===== config.mk =====
export PLATFORM = sky130hd
export DESIGN_NAME = socd_last_input_priority
export DESIGN_NICKNAME = d
export VERILOG_FILES = /design/src/rtl/socd_pkg.sv /design/src/rtl/socd_last_input_priority.sv /design/src/rtl/socd_lookup.sv
export SDC_FILE = /design/constraint.sdc
export NUM_CORES = 1
export LEC_CHECK = 0
export ABC_CLOCK_PERIOD_IN_PS = 5000
export BUFFER_PORTS_ARGS = -buffer_cell sky130_fd_sc_hd__buf_2
export CAP_MARGIN = 20
export CORE_AREA = 4 4 173 175
export DETAILED_ROUTE_END_ITERATION = 8
export DIE_AREA = 0 0 177 179
export GPL_TIMING_DRIVEN = 0
export PLACE_DENSITY_LB_ADDON = 0.1
export SLEW_MARGIN = 40
export SYNTH_ARGS = -nofsm -noshare
export SYNTH_HDL_FRONTEND = slang
export SYNTH_SLANG_ARGS = --single-unit

===== constraint.sdc =====
create_clock -name clk -period 5 [get_ports clk]
set_clock_uncertainty 0.1 [all_clocks]
set_input_delay 0.5 -clock clk [delete_from_list [all_inputs] [get_ports clk]]
set_output_delay 0.5 -clock clk [all_outputs]
set_load 0.05 [all_outputs]

===== src/rtl/socd_pkg.sv =====
// Shared types and constants for the last-input-priority key resolver.
// Used by socd_lookup and socd_last_input_priority; no dependencies.
`timescale 1ns / 1ps

package socd_pkg;

	// Key codes and the group configuration registers
	localparam int KEY_W          = 8;
	localparam int REG_W          = 32;
	localparam int NUM_GROUP_REGS = 4;
	localparam int KEYS_PER_REG   = REG_W / KEY_W;

	// Default geometry
	localparam int DEFAULT_GROUPS          = 4;
	localparam int DEFAULT_SLOTS_PER_GROUP = 4;

	// Configuration port
	localparam int CFG_IDX_W = 3;
	localparam logic [CFG_IDX_W-1:0] CFG_BYPASS_IDX = CFG_IDX_W'(NUM_GROUP_REGS);

	// No key
	localparam logic [KEY_W-1:0] KEY_NONE = '0;

	// All group registers, group 0 in the lowest word
	typedef logic [NUM_GROUP_REGS-1:0][REG_W-1:0] grp_regs_t;

	// One emitted key transaction
	typedef struct packed {
		logic             synth;
		logic             press;
		logic [KEY_W-1:0] code;
	} key_evt_t;

endpackage


===== src/rtl/socd_last_input_priority.sv =====
// Top level of the last-input-priority key resolver: input register, resolve, result buffer.
// Depends on socd_pkg and socd_lookup.
`timescale 1ns / 1ps

// Resolves opposing keys by last-input-wins. Each key transaction on the s_ side
// is registered, then looked up against the group registers and resolved
// combinationally, and its zero, one or two result transactions are placed in a
// two-entry result buffer. Events that yield at most one result stream at one per
// clock while m_tready is high; an event that yields two results holds the next
// event in the input register until its second result is taken. The last result
// of each event is marked by m_tlast. Code zero, keys in no group and all events
// while bypass is set pass through unchanged. Write configuration only while no
// event is in flight.
module socd_last_input_priority #(
	parameter int GROUPS          = socd_pkg::DEFAULT_GROUPS,
	parameter int SLOTS_PER_GROUP = socd_pkg::DEFAULT_SLOTS_PER_GROUP
) (
	input  logic                            clk,
	input  logic                            arst_n,
	// Configuration
	input  logic                            cfg_we,
	input  logic [socd_pkg::CFG_IDX_W-1:0]  cfg_index,
	input  logic [socd_pkg::REG_W-1:0]      cfg_wdata,
	// Raw key events
	input  logic                            s_tvalid,
	output logic                            s_tready,
	input  logic [socd_pkg::KEY_W-1:0]      s_tdata,  // [7:0] key_code
	input  logic                            s_tuser,  // [0] press
	// Resolved key events
	output logic                            m_tvalid,
	input  logic                            m_tready,
	output logic [socd_pkg::KEY_W-1:0]      m_tdata,  // [7:0] out_key_code
	output logic [1:0]                      m_tuser,  // [0] out_press, [1] synthesized
	output logic                            m_tlast   // last_of_run
);
	import socd_pkg::*;

	localparam int GW = (GROUPS > 1) ? $clog2(GROUPS) : 1;
	localparam int SW = $clog2(SLOTS_PER_GROUP);

	// Configuration registers
	grp_regs_t        grp_regs_q;
	logic             bypass_q;

	// Input register
	logic             valid_s1;
	logic [KEY_W-1:0] code_s1;
	logic             press_s1;

	// Resolver state
	logic [GROUPS-1:0][SLOTS_PER_GROUP-1:0] held_q;
	logic [KEY_W-1:0] active_q [GROUPS];
	logic [KEY_W-1:0] prev_q   [GROUPS];

	// Result buffer
	key_evt_t         out0_q;
	key_evt_t         out1_q;
	logic [1:0]       out_cnt_q;

	// Lookup and resolve
	logic             hit;
	logic [GW-1:0]    grp;
	logic [SW-1:0]    slot;
	logic             grouped;
	logic [KEY_W-1:0] cur_active;
	logic [KEY_W-1:0] cur_prev;
	logic             cur_held;
	logic [KEY_W-1:0] nxt_active;
	logic [KEY_W-1:0] nxt_prev;
	logic             nxt_held;
	key_evt_t         res0;
	key_evt_t         res1;
	logic [1:0]       res_cnt;

	logic             pop;
	logic             advance;

	// Hold configuration writes
	always_ff @(posedge clk or negedge arst_n) begin
		if (!arst_n) begin
			grp_regs_q <= '0;
			bypass_q   <= 1'b0;
		end else if (cfg_we) begin
			if (cfg_index < CFG_BYPASS_IDX) begin
				grp_regs_q[cfg_index[$clog2(NUM_GROUP_REGS)-1:0]] <= cfg_wdata;
			end else if (cfg_index == CFG_BYPASS_IDX) begin
				bypass_q <= cfg_wdata[0];
			end
		end
	end

	// Handshake: resolve when the buffer is free or drains its last entry now
	assign pop      = m_tvalid & m_tready;
	assign advance  = (out_cnt_q == 2'd0) || (out_cnt_q == 2'd1 && pop);
	assign s_tready = !valid_s1 || advance;

	// Register the accepted transaction
	always_ff @(posedge clk or negedge arst_n) begin
		if (!arst_n) begin
			valid_s1 <= 1'b0;
		end else if (s_tready) begin
			valid_s1 <= s_tvalid;
		end
	end

	always_ff @(posedge clk) begin
		if (s_tvalid && s_tready) begin
			code_s1  <= s_tdata;
			press_s1 <= s_tuser;
		end
	end

	socd_lookup #(
		.GROUPS          (GROUPS),
		.SLOTS_PER_GROUP (SLOTS_PER_GROUP),
		.GW              (GW),
		.SW              (SW)
	) u_lookup (
		.regs (grp_regs_q),
		.code (code_s1),
		.hit  (hit),
		.grp  (grp),
		.slot (slot)
	);

	assign grouped    = hit && !bypass_q;
	assign cur_active = active_q[grp];
	assign cur_prev   = prev_q[grp];
	assign cur_held   = held_q[grp][slot];

	// Resolve one event against its group's state
	always_comb begin
		nxt_active = cur_active;
		nxt_prev   = cur_prev;
		nxt_held   = cur_held;
		res0       = '{synth: 1'b0, press: press_s1, code: code_s1};
		res1       = '{synth: 1'b1, press: 1'b0, code: cur_active};
		res_cnt    = 2'd1;
		if (grouped) begin
			if (press_s1) begin
				if (cur_held) begin
					res_cnt = 2'd0;
				end else begin
					nxt_held   = 1'b1;
					nxt_active = code_s1;
					if (cur_active != KEY_NONE && cur_active != code_s1) begin
						// Release the key this press overrides
						nxt_prev = cur_active;
						res_cnt  = 2'd2;
					end
				end
			end else begin
				if (!cur_held) begin
					res_cnt = 2'd0;
					if (cur_prev == code_s1) begin
						nxt_prev = KEY_NONE;
					end
				end else begin
					nxt_held = 1'b0;
					nxt_prev = KEY_NONE;
					if (cur_active == code_s1 && cur_prev != KEY_NONE) begin
						// Press the remembered key again
						nxt_active = cur_prev;
						res1       = '{synth: 1'b1, press: 1'b1, code: cur_prev};
						res_cnt    = 2'd2;
					end else if (cur_active == code_s1) begin
						nxt_active = KEY_NONE;
					end
				end
			end
		end
	end

	// Commit group state when the event leaves the input register
	always_ff @(posedge clk or negedge arst_n) begin
		if (!arst_n) begin
			held_q <= '0;
			for (int g = 0; g < GROUPS; g++) begin
				active_q[g] <= KEY_NONE;
				prev_q[g]   <= KEY_NONE;
			end
		end else if (valid_s1 && advance && grouped) begin
			held_q[grp][slot] <= nxt_held;
			active_q[grp]     <= nxt_active;
			prev_q[grp]       <= nxt_prev;
		end
	end

	// Load fresh results or advance the buffer by one transaction
	always_ff @(posedge clk or negedge arst_n) begin
		if (!arst_n) begin
			out_cnt_q <= 2'd0;
		end else if (valid_s1 && advance) begin
			out_cnt_q <= res_cnt;
		end else if (pop) begin
			out_cnt_q <= out_cnt_q - 2'd1;
		end
	end

	always_ff @(posedge clk) begin
		if (valid_s1 && advance) begin
			out0_q <= res0;
			out1_q <= res1;
		end else if (pop) begin
			out0_q <= out1_q;
		end
	end

	assign m_tvalid = (out_cnt_q != 2'd0);
	assign m_tdata  = out0_q.code;
	assign m_tuser  = {out0_q.synth, out0_q.press};
	assign m_tlast  = (out_cnt_q == 2'd1);

endmodule


===== src/rtl/socd_lookup.sv =====
// Key code to group/slot lookup over the configured group registers.
// Depends on socd_pkg; the lowest group, then lowest slot, owns a duplicated code.
`timescale 1ns / 1ps

module socd_lookup #(
	parameter int GROUPS          = socd_pkg::DEFAULT_GROUPS,
	parameter int SLOTS_PER_GROUP = socd_pkg::DEFAULT_SLOTS_PER_GROUP,
	parameter int GW              = (GROUPS > 1) ? $clog2(GROUPS) : 1,
	parameter int SW              = $clog2(SLOTS_PER_GROUP)
) (
	input  socd_pkg::grp_regs_t          regs,
	input  logic [socd_pkg::KEY_W-1:0]   code,
	output logic                         hit,
	output logic [GW-1:0]                grp,
	output logic [SW-1:0]                slot
);
	import socd_pkg::*;

	logic [KEY_W-1:0] code_tab [GROUPS][SLOTS_PER_GROUP];

	// Map each slot to its register byte; slots without register bits stay unused
	for (genvar g = 0; g < GROUPS; g++) begin : g_grp
		for (genvar s = 0; s < SLOTS_PER_GROUP; s++) begin : g_slot
			if (g < NUM_GROUP_REGS && s < KEYS_PER_REG) begin : g_cfg
				assign code_tab[g][s] = regs[g][s*KEY_W +: KEY_W];
			end else begin : g_unused
				assign code_tab[g][s] = KEY_NONE;
			end
		end
	end

	// Scan from the top so the lowest matching slot is taken last
	always_comb begin
		hit  = 1'b0;
		grp  = '0;
		slot = '0;
		for (int g = GROUPS - 1; g >= 0; g--) begin
			for (int s = SLOTS_PER_GROUP - 1; s >= 0; s--) begin
				if (code != KEY_NONE && code_tab[g][s] == code) begin
					hit  = 1'b1;
					grp  = GW'(g);
					slot = SW'(s);
				end
			end
		end
	end

endmodule

## Yosys cells after proc, flatten, opt, wreduce, memory -nomap -nowiden

Cells that the tools add are included.

- Add/subtract/negate cells: 1
- Magnitude comparators: 9
- Equality and inequality tests: 21
- Mux-type cells: 97
- Bitwise logic cells: 5
- Reduce and logical (&&, ||, !) cells: 40

Operators with widths:

| kind | number |
|---|---|
| 8-bit two-way mux | 20 |
| 8-bit == test | 18 |
| 128-bit bitwise mux | 1 |
| 2-bit two-way mux | 39 |
| 32-bit bitwise mux | 2 |
| 32-bit demux with 2-bit select | 1 |
| 8-bit binary-select mux with 2-bit select | 2 |
| 32-bit two-way mux | 1 |
| 1-bit logical AND | 27 |
| 9-bit two-way mux | 3 |
| 8-bit nonzero test | 3 |
| 1-bit two-way mux | 20 |
| 16-bit bitwise mux | 1 |
| 8-bit demux with 2-bit select | 1 |
| 2-bit by 3-bit less-than comparator with 1-bit output, second input constant | 3 |
| 4-bit binary-select mux with 2-bit select | 1 |
| 4-bit demux with 2-bit select | 1 |
| 4-bit two-way mux | 2 |
| 8-bit inequality test | 1 |
| 2-bit by 1-bit greater-or-equal comparator with 1-bit output, second input constant | 3 |
| 2-bit nonzero test | 2 |
| 3-bit == test, second input constant | 1 |
| 3-bit greater-or-equal comparator, second input constant | 1 |
| 3-bit by 1-bit less-than comparator with 1-bit output, second input constant | 1 |
| 14 further kinds | 18 |

- Bits in registers: 241
- Input bits: 49
- Output and inout bits: 13
- Word-level logic and storage cells: 200

## Logic depth before layout (Yosys ltp)

Gate-level depths: netlist of run 1.

- Depth in word-level cells: 29
- Gate-level depth with buffers: 19
- Depth with buffers taken out: 12

## Cells and area by module

From an unflattened synthesis of run 1, not the netlist that was laid out.

- Cell total of the unflattened synthesis: 1008
- Area total of the unflattened synthesis: 12269.3 µm²

Modules (own cells, without submodules):

| module | instances | cells an instance | area an instance (µm²) | seq. area each (µm²) |
|---|---|---|---|---|
| socd_last_input_priority | 1 | 770 | 10423.7 | 6135.9 |
| socd_lookup | 1 | 238 | 1845.5 | 0.0 |

## Worst setup path before layout of run 1

OpenSTA, ideal clock, no wires.

- Path kind: reg2reg
- Start point: register code_s1[6]
- End point: register out1_q[0] (netlist bit), data pin
- Library setup time: 0.260 ns
- Data arrival time: 3.862 ns
- Required time: 4.640 ns
- Slack: 0.778 ns
- Cell stages (with the launch flop): 17
- Path buffers: 4
- Period minus slack after synthesis: 4.222 ns
- Cells stage by stage: edfxtp_1 clkbuf_2 buf_6 buf_2 xor2_1 nor4_1 nand3_1 nand4_2 nor4_2 buf_2 a222oi_1 a21oi_1 nand4b_1 nor4_4 nand3_1 nor2_4 mux2_2

RTL lines:

| what | line | RTL |
|---|---|---|
| start: declaration | socd_last_input_priority.sv:47 | `logic [KEY_W-1:0] code_s1;` |
| start signal: assignment | socd_last_input_priority.sv:108 | `code_s1 <= s_tdata;` |
| end signal: assignment | socd_last_input_priority.sv:203 | `out1_q <= res1;` |
| end: declaration | socd_last_input_priority.sv:57 | `key_evt_t out1_q;` |

## Worst setup path in the final report of run 1

- Start point: register code_s1[1]
- End point: register prev_q[26] (netlist bit)

- Longest elaborated chain between the ends: 29
- Elaborated cells between the ends (all ways): 109
- Those cells by class: 2 x order compare; 18 x eq/ne; 66 x mux; 1 x bitwise; 22 x reduce/logical

RTL lines:

| what | line | RTL |
|---|---|---|
| 8-bit == test / 8-bit nonzero test (equally long branches) | socd_lookup.sv:39 | `if (code != KEY_NONE && code_tab[g][s] == code) begin` |
| 1-bit logical AND | socd_lookup.sv:39 |  |
| 2-bit two-way mux (16 in a row) | socd_lookup.sv:39 |  |
| 2-bit inverter with 3-bit output (implied by the code) | socd_last_input_priority.sv:127, socd_last_input_priority.sv:128, socd_last_input_priority.sv:185 |  |
| 8-bit binary-select mux with 2-bit select | socd_last_input_priority.sv:127 | `assign cur_active = active_q[grp];` |
| 8-bit two-way mux (implied by the code) (2 in a row) | socd_last_input_priority.sv:127 |  |
| 8-bit inequality test / 8-bit nonzero test (equally long branches) | socd_last_input_priority.sv:146 | `if (cur_active != KEY_NONE && cur_active != code_s1) begin` |
| 1-bit logical AND | socd_last_input_priority.sv:146 |  |
| 8-bit two-way mux | socd_last_input_priority.sv:146 |  |
| 8-bit two-way mux | socd_last_input_priority.sv:141 | `if (cur_held) begin` |
| 8-bit two-way mux | socd_last_input_priority.sv:140 | `if (press_s1) begin` |
| 8-bit two-way mux | socd_last_input_priority.sv:139 | `if (grouped) begin` |
| 32-bit bitwise mux | socd_last_input_priority.sv:185 | `prev_q[grp] <= nxt_prev;` |
| end signal: indexed assignment | socd_last_input_priority.sv:185 |  |
| end: declaration | socd_last_input_priority.sv:53 | `logic [KEY_W-1:0] prev_q [GROUPS];` |

Parallel ways exist; a longest one is shown, timed or not. The select of a mux whose other input is x is not followed.
A chain may end at the register's enable or synchronous reset.

==> results of run 1 <==
worst max-delay path: cells and delay by family (launching register included):
kind	cells	cell delay, ns
DFF	1	0.32
xor gates and xnor gates	1	0.16
AOI/OAI and AO/OA	3	0.79
buffers and inverters	6	1.27
and+or+nand+nor	8	2.06
sequential cells by signal, summed over array words and instances, names as in the netlist:
| signal | cells |
|---|---|
| m_tuser | 2 |
| grp_regs_q | 128 |
| out1_q | 9 |
| valid_s1 | 1 |
| press_s1 | 1 |
| prev_q | 32 |
| held_q | 16 |
| m_tdata | 8 |
| out_cnt_q | 2 |
| bypass_q | 1 |
| active_q | 32 |
| code_s1 | 8 |
cell usage after synthesis (20+ instances only):
master,number,area (µm²)
nor4_1,20,125
mux2_2,150,1690
edfxtp_1,27,811
a21oi_1,44,220
clkbuf_1,31,116
inv_1,20,75.1
nor2_1,70,263
xor2_1,69,604
nor2b_1,28,175
nand3_1,22,110
a31oi_1,28,175
xnor2_1,67,587
nand2_1,77,289
dfrtp_1,212,5310
per-stage QoR:
stage | area (µm²) | power [mW] | utilization (%) | std cells | worst slack [ns]
global route | 15000 | 7.36 | 52.5 | 1649 | 0.0266
CTS | 14800 | 7.01 | 51.9 | 1641 | 0.0129
detailed placement | 13500 | 4.74 | 47.5 | 1577 | -0.867
floorplan | 12600 | 4.11 | - | 1127 | 0.778
global placement | 13400 | 4.70 | 47.1 | 1572 | -1.62
finish | 15000 | 7.01 | 52.5 | 1649 | 0.179
power by group through the flow:
stage | clock network (mW) | registers, mW | logic (mW)
after floorplan | 0 | 2.76 | 1.35
after global placement | 0 | 2.65 | 2.05
after detailed placement | 0 | 2.66 | 2.08
after CTS | 2.23 | 2.63 | 2.15
after global routing | 2.32 | 2.67 | 2.36
final | 2.19 | 2.63 | 2.19
timing repair:
action | 4_1_cts | 5_1_grt
setup buffers | 7 | 8
endpoints found under the setup margin | 91 | 82
gates resized for setup | 36 | 33
hold buffers | 5 | 0
pin swaps | 6 | 7
endpoints found under the hold margin | 149 | 0
final timing paths:
path,from,end,slack (ns),cells after the start
max in group asynchronous,arst_n,grp_regs_q[116],3.57,4
hold / removal,s_tuser,press_s1,0.02,1
setup reg to reg,code_s1[1],prev_q[26],0.18,18
min in group asynchronous,arst_n,prev_q[1],0.25,2
hold reg to reg,m_tuser[1],m_tuser[1],0.37,2
setup / recovery,code_s1[1],prev_q[26],0.18,18
cell families (layout without fill, tap and decap cells):
group / Yosys count / after routing / synth area share, %
muxes: 162 / 162 / 14.3
xor gates and xnor gates: 136 / 136 / 9.44
DFF: 240 / 240 / 48.6
adders and majority gates: 2 / 2 / 0.198
and+or+nand+nor: 307 / 307 / 12.9
buffers and inverters: 96 / 234 / 3.84
AOI/OAI and AO/OA: 184 / 184 / 10.7
area by class of cell:
cell class / count / area (µm²)
timing repair buffer: 86 / 571
fill: 2587 / 13500
clock buffer: 40 / 837
clock inverter: 14 / 171
tap: 384 / 480
inverter: 20 / 75.1
sequential: 240 / 6140
multi-input combinational: 791 / 6240
buffer: 74 / 444
routing by layer:
layer / track usage [%] / wire length (µm) / up-vias / share of wire (%)
met5: 0 / 0 / - / 0
met4: 6.25 / 1010 / 0 / 2.7
met3: 2.21 / 1330 / 58 / 3.6
met2: 41.3 / 18800 / 244 / 50
met1: 31.3 / 16100 / 4763 / 43
li1: - / - / 4301 / -
==> metrics.txt, run 1 <==
Clock Latency Late Sink 0.56 ns; PD cells 468 nW/µm²; Rows 62; CP cell instances buf_2 -> buf_6 -> xnor2_1 -> nand4_1 -> nor3_2 -> or4_1 -> buf_2 -> nor4_2 -> buf_4 -> a222oi_1 -> buf_4 -> nand2_2 -> or4_1 -> nor2_2 -> o31ai_4 -> and2_1 -> buf_6 -> o41ai_2; die area roughly 32000 µm²; final hold violations 0; CP Capture Type register; Syn. warnings 0; ANT cells 0; Final period util between 90% and 100%; pin count of the biggest net entering global routing 73; unrepaired setup endpoints after global routing false; sequential area share after synthesis 48.6%; Total Wirelength roughly 37000 µm; # setup viols final 0; Die Wd between 150 and 200 µm; CP max-delay cell or4_1; share of post-route cells with drive strength above 1 30.6%; Max Slew Vio Count 0; commonest cells after routing, fill and taps aside dfrtp_1, mux2_2, buf_2; I/O pins 62; number of port buffers 61; Avg Inst Size Synth 11.2 µm²; switching share of power 35.0%; Critical Path AT approximately 5.2 ns; number of synthesized register bits 240; Clk network pwr share 31.2%; min-delay worst type input pin to register; Hold Slack 0.0220 ns; status finished clean; drt pass-1 iters 5; die height 179 µm; CP Launch Type register; # DRC 0; Combinational Power Share 31.3%; syn nets 1178; CTS buffer count 29; delay of the slowest critical-path stage 0.54 ns; Cell Area, Synth 12600 µm²; Layout Area Growth over Synthesis 18.6%; clock sinks 240; WL/cell 22.6 µm; initial antenna violation count 0; clock slew at reported path FFs 0.06 ns; DPL Wire Length 25900 µm; async set-reset flop share out of synthesis 88.3%; Rel. slew slack 45.6%; ys flop type dfrtp_1; synthesized instance count 1127; DRT antenna net count 0; first-pass GRT wire length 57200 µm; Core ar. roughly 28000 µm²; Lkg Pwr roughly 6.3 nW; Initial Utilization 44.3%; Overflow after GRT 0; NetSw 2.45 mW; crit path kind register to register; DR iter-0 viols 702; Total GRT Usage between 20% and 30%; vias in the first global route 9520; CTS tree done; fmax 207 MHz; number of library cell types mapped by synthesis 70; Max-Cap Viols 0; EDFF count, synth 27; crit-path max FO 19; DR vias/cell 5.68; Sequential Power Share 37.5%; CTS HTree Levels 1; Peak supply drop 279 µV; Worst-Margin Slew 0.816 ns; Worst Path Required 5.35 ns; Sum Neg Setup Slack 0 ns; clock buffer depth 3; via count 9366; minimum clock period 4.82 ns; clk root buf clkbuf_16; # nets final roughly 1300; commonest non-fill, non-tap cell in the layout dfrtp_1; Final Wtd Congestion between 0.8 and 0.9; Power Internal 4.56 mW
(Power assumes the default switching activity.)
==> run 2: changes to the inputs <==
- ABC_CLOCK_PERIOD_IN_PS: 5000 -> 5900
- clock period: 5 -> 5.9 ns (I/O delays scaled with it)
==> run 2 against run 1 <==
Against the previous run:
- register-to-register slack improved by 0.08 ns
- flip-flop and latch count did not move
- combinational power fell by 20%
- utilization fell by 1.4 points
- critical endpoint is now prev_q[9]
==> metrics.txt, run 2 (synthesized netlist as in run 1, its figures left out) <==
share of post-route cells with drive strength above 1 between 20% and 30%; clock slew at reported path FFs 0.06 ns; via count 9285; minimum clock period 5.64 ns; Die Wd 177 µm; DPL Wire Length 25900 µm; CP Capture Type register; Initial Utilization ~44%; CTS buffer count 29; origin of the worst min-delay path s_tdata[1]; # setup viols final 0; crit path kind register to register; min-delay worst type input pin to register; DR vias/cell 5.69; Final period util between 90 and 100%; r2r setup slk 0.26 ns; Worst Setup SP code_s1[5]; fmax 177 MHz; Worst Path Required roughly 6.2 ns; Overflow after GRT 0; clock buffer depth 3; Total Wirelength 36900 µm; clk root buf clkbuf_16; CP max-delay cell clkbuf_1; I/O pins 62; Max Slew Vio Count 0; number of flip-flops in the largest register 128; Final Wtd Congestion 0.834; clock sinks 240; initial antenna violation count 0; cell mode on critical path buf_1; Worst R2R End prev_q[9]; Layout Area Growth over Synthesis 15.4%; DRT antenna net count 0; CP cell instances clkbuf_2 -> buf_4 -> buf_2 -> xor2_1 -> nor4_2 -> nand3_1 -> nand4_2 -> clkbuf_1 -> buf_1 -> o21a_1 -> xnor2_1 -> nor3_1 -> and4_1 -> buf_1 -> o41ai_1; Total GRT Usage 23.4%; CP Launch Type register; vias in the first global route between 9000 and 10000; status finished clean; Rows 62; RR Startpoint code_s1[5]; CTS tree done; Final Core Density 51.1%; commonest non-fill, non-tap cell in the layout dfrtp_1; drt pass-1 iters 5; Hold Path End code_s1[1]; # Post-CTS Setup Buffers 0; Lkg Pwr 6.14 nW; Worst-Margin Slew 0.857 ns; die area ~32000 µm²; CTS HTree Levels 1; Rel. slew slack 42.7%; Clock Latency Late Sink around 0.56 ns; ANT cells 0; die height 179 µm; # nets final 1275; # DRC 0; DR iter-0 viols 884; commonest cells after routing, fill and taps aside dfrtp_1, mux2_2, buf_2; number of port buffers just over 60; FF-to-FF path depth 15; Core ar. 28500 µm²; final hold violations 0; Hold Slack 0.102 ns; biggest regs grp_regs_q (128), active_q (32), prev_q (32); crit-path max FO 10; unrepaired setup endpoints after global routing false; delay of the slowest critical-path stage 0.57 ns; pin count of the biggest net entering global routing between 70 and 80; Peak supply drop 235 µV; Critical Path AT 5.95 ns; worst hold path stage count 1; PD cells 402 nW/µm²; WL/cell 22.6 µm; Max-Cap Viols 0; Top reg by flops grp_regs_q; first-pass GRT wire length ~57000 µm
## run 2: cell types whose count changed in the layout (fill, tap and decap cells not counted), moves of 3 or more
| cell | delta |
|---|---|
| nand2_2 | -7 |
| nor4_4 | -4 |
| clkbuf_1 | +9 |
| nor4_1 | +10 |
| o21a_1 | +3 |
| clkbuf_4 | -3 |
| buf_2 | +7 |
| nor4_2 | -6 |
| buf_4 | -19 |
| o21a_2 | -3 |
| nand2_1 | +7 |
| clkbuf_2 | -7 |
| nor2_1 | +3 |
| dlygate4sd3_1 | -4 |
## run 2: how the worst max path moves through the flow
stage | to | slack [ns] | cells after the start
2_1_floorplan | out1_q[0] | 1.68 | 16
3_3_place_gp | prev_q[12] | -0.72 | 14
3_5_place_dp | prev_q[9] | 0.03 | 18
4_1_cts | prev_q[12] | 0.02 | 18
5_1_grt | prev_q[10] | 0.0005 | 15
6_report | prev_q[9] | 0.26 | 15
## run 2: layout make-up
type | instances | area, µm²
Multi-Input combinational cell | 791 | 6040
Clock inverter | 14 | 171
Timing Repair Buffer | 67 | 418
Inverter | 20 | 75.1
Clock buffer | 40 | 837
Buffer | 75 | 407
Fill cell | 2604 | 13900
Tap cell | 384 | 480
Sequential cell | 240 | 6140
## run 2: worst max-delay path, delay by kind of cell (launching register included)
family,cells,cell delay [ns]
flops,1,0.32
buf+inv,6,2.50
xor+xnor,2,0.26
compound gates,2,0.68
simple gates,5,1.62
## run 2: routing by layer
layer | GRT usage [%] | share of wire [%] | wire length, µm | vias to the layer above
met5 | 0 | 0 | 0 | -
met3 | 2.26 | 3.8 | 1390 | 54
met4 | 6.58 | 2.7 | 996 | 0
met1 | 31.4 | 44 | 16100 | 4707
li1 | - | - | - | 4265
met2 | 40.9 | 50 | 18400 | 259
## run 2: repair_timing
| item | CTS | global route |
|---|---|---|
| hold buffers | 1 | 0 |
| setup endpoints to repair | 0 | 36 |
| hold endpoints to repair | 10 | 0 |
| gates resized for setup | 0 | 1 |
## run 2: where the power goes
group | switching, mW | internal (mW) | total, mW
sequential | 0.184 | 2.04 | 2.22
combinational | 1.11 | 0.650 | 1.76
clock | 0.735 | 1.13 | 1.86
total | 2.03 | 3.82 | 5.85
## run 2: metrics by stage
stage               std cells  power [mW]  instance area, µm²  setup WS, ns  TNS (ns)
floorplan                1127        3.48               12600          1.68         0
global placement         1572        3.99               13400        -0.723     -9.68
detailed placement       1577        4.02               13500        0.0325         0
CTS                      1632        5.89               14600        0.0248         0
global route             1631        6.14               14600      0.000524         0
finish                   1631        5.85               14600         0.259         0
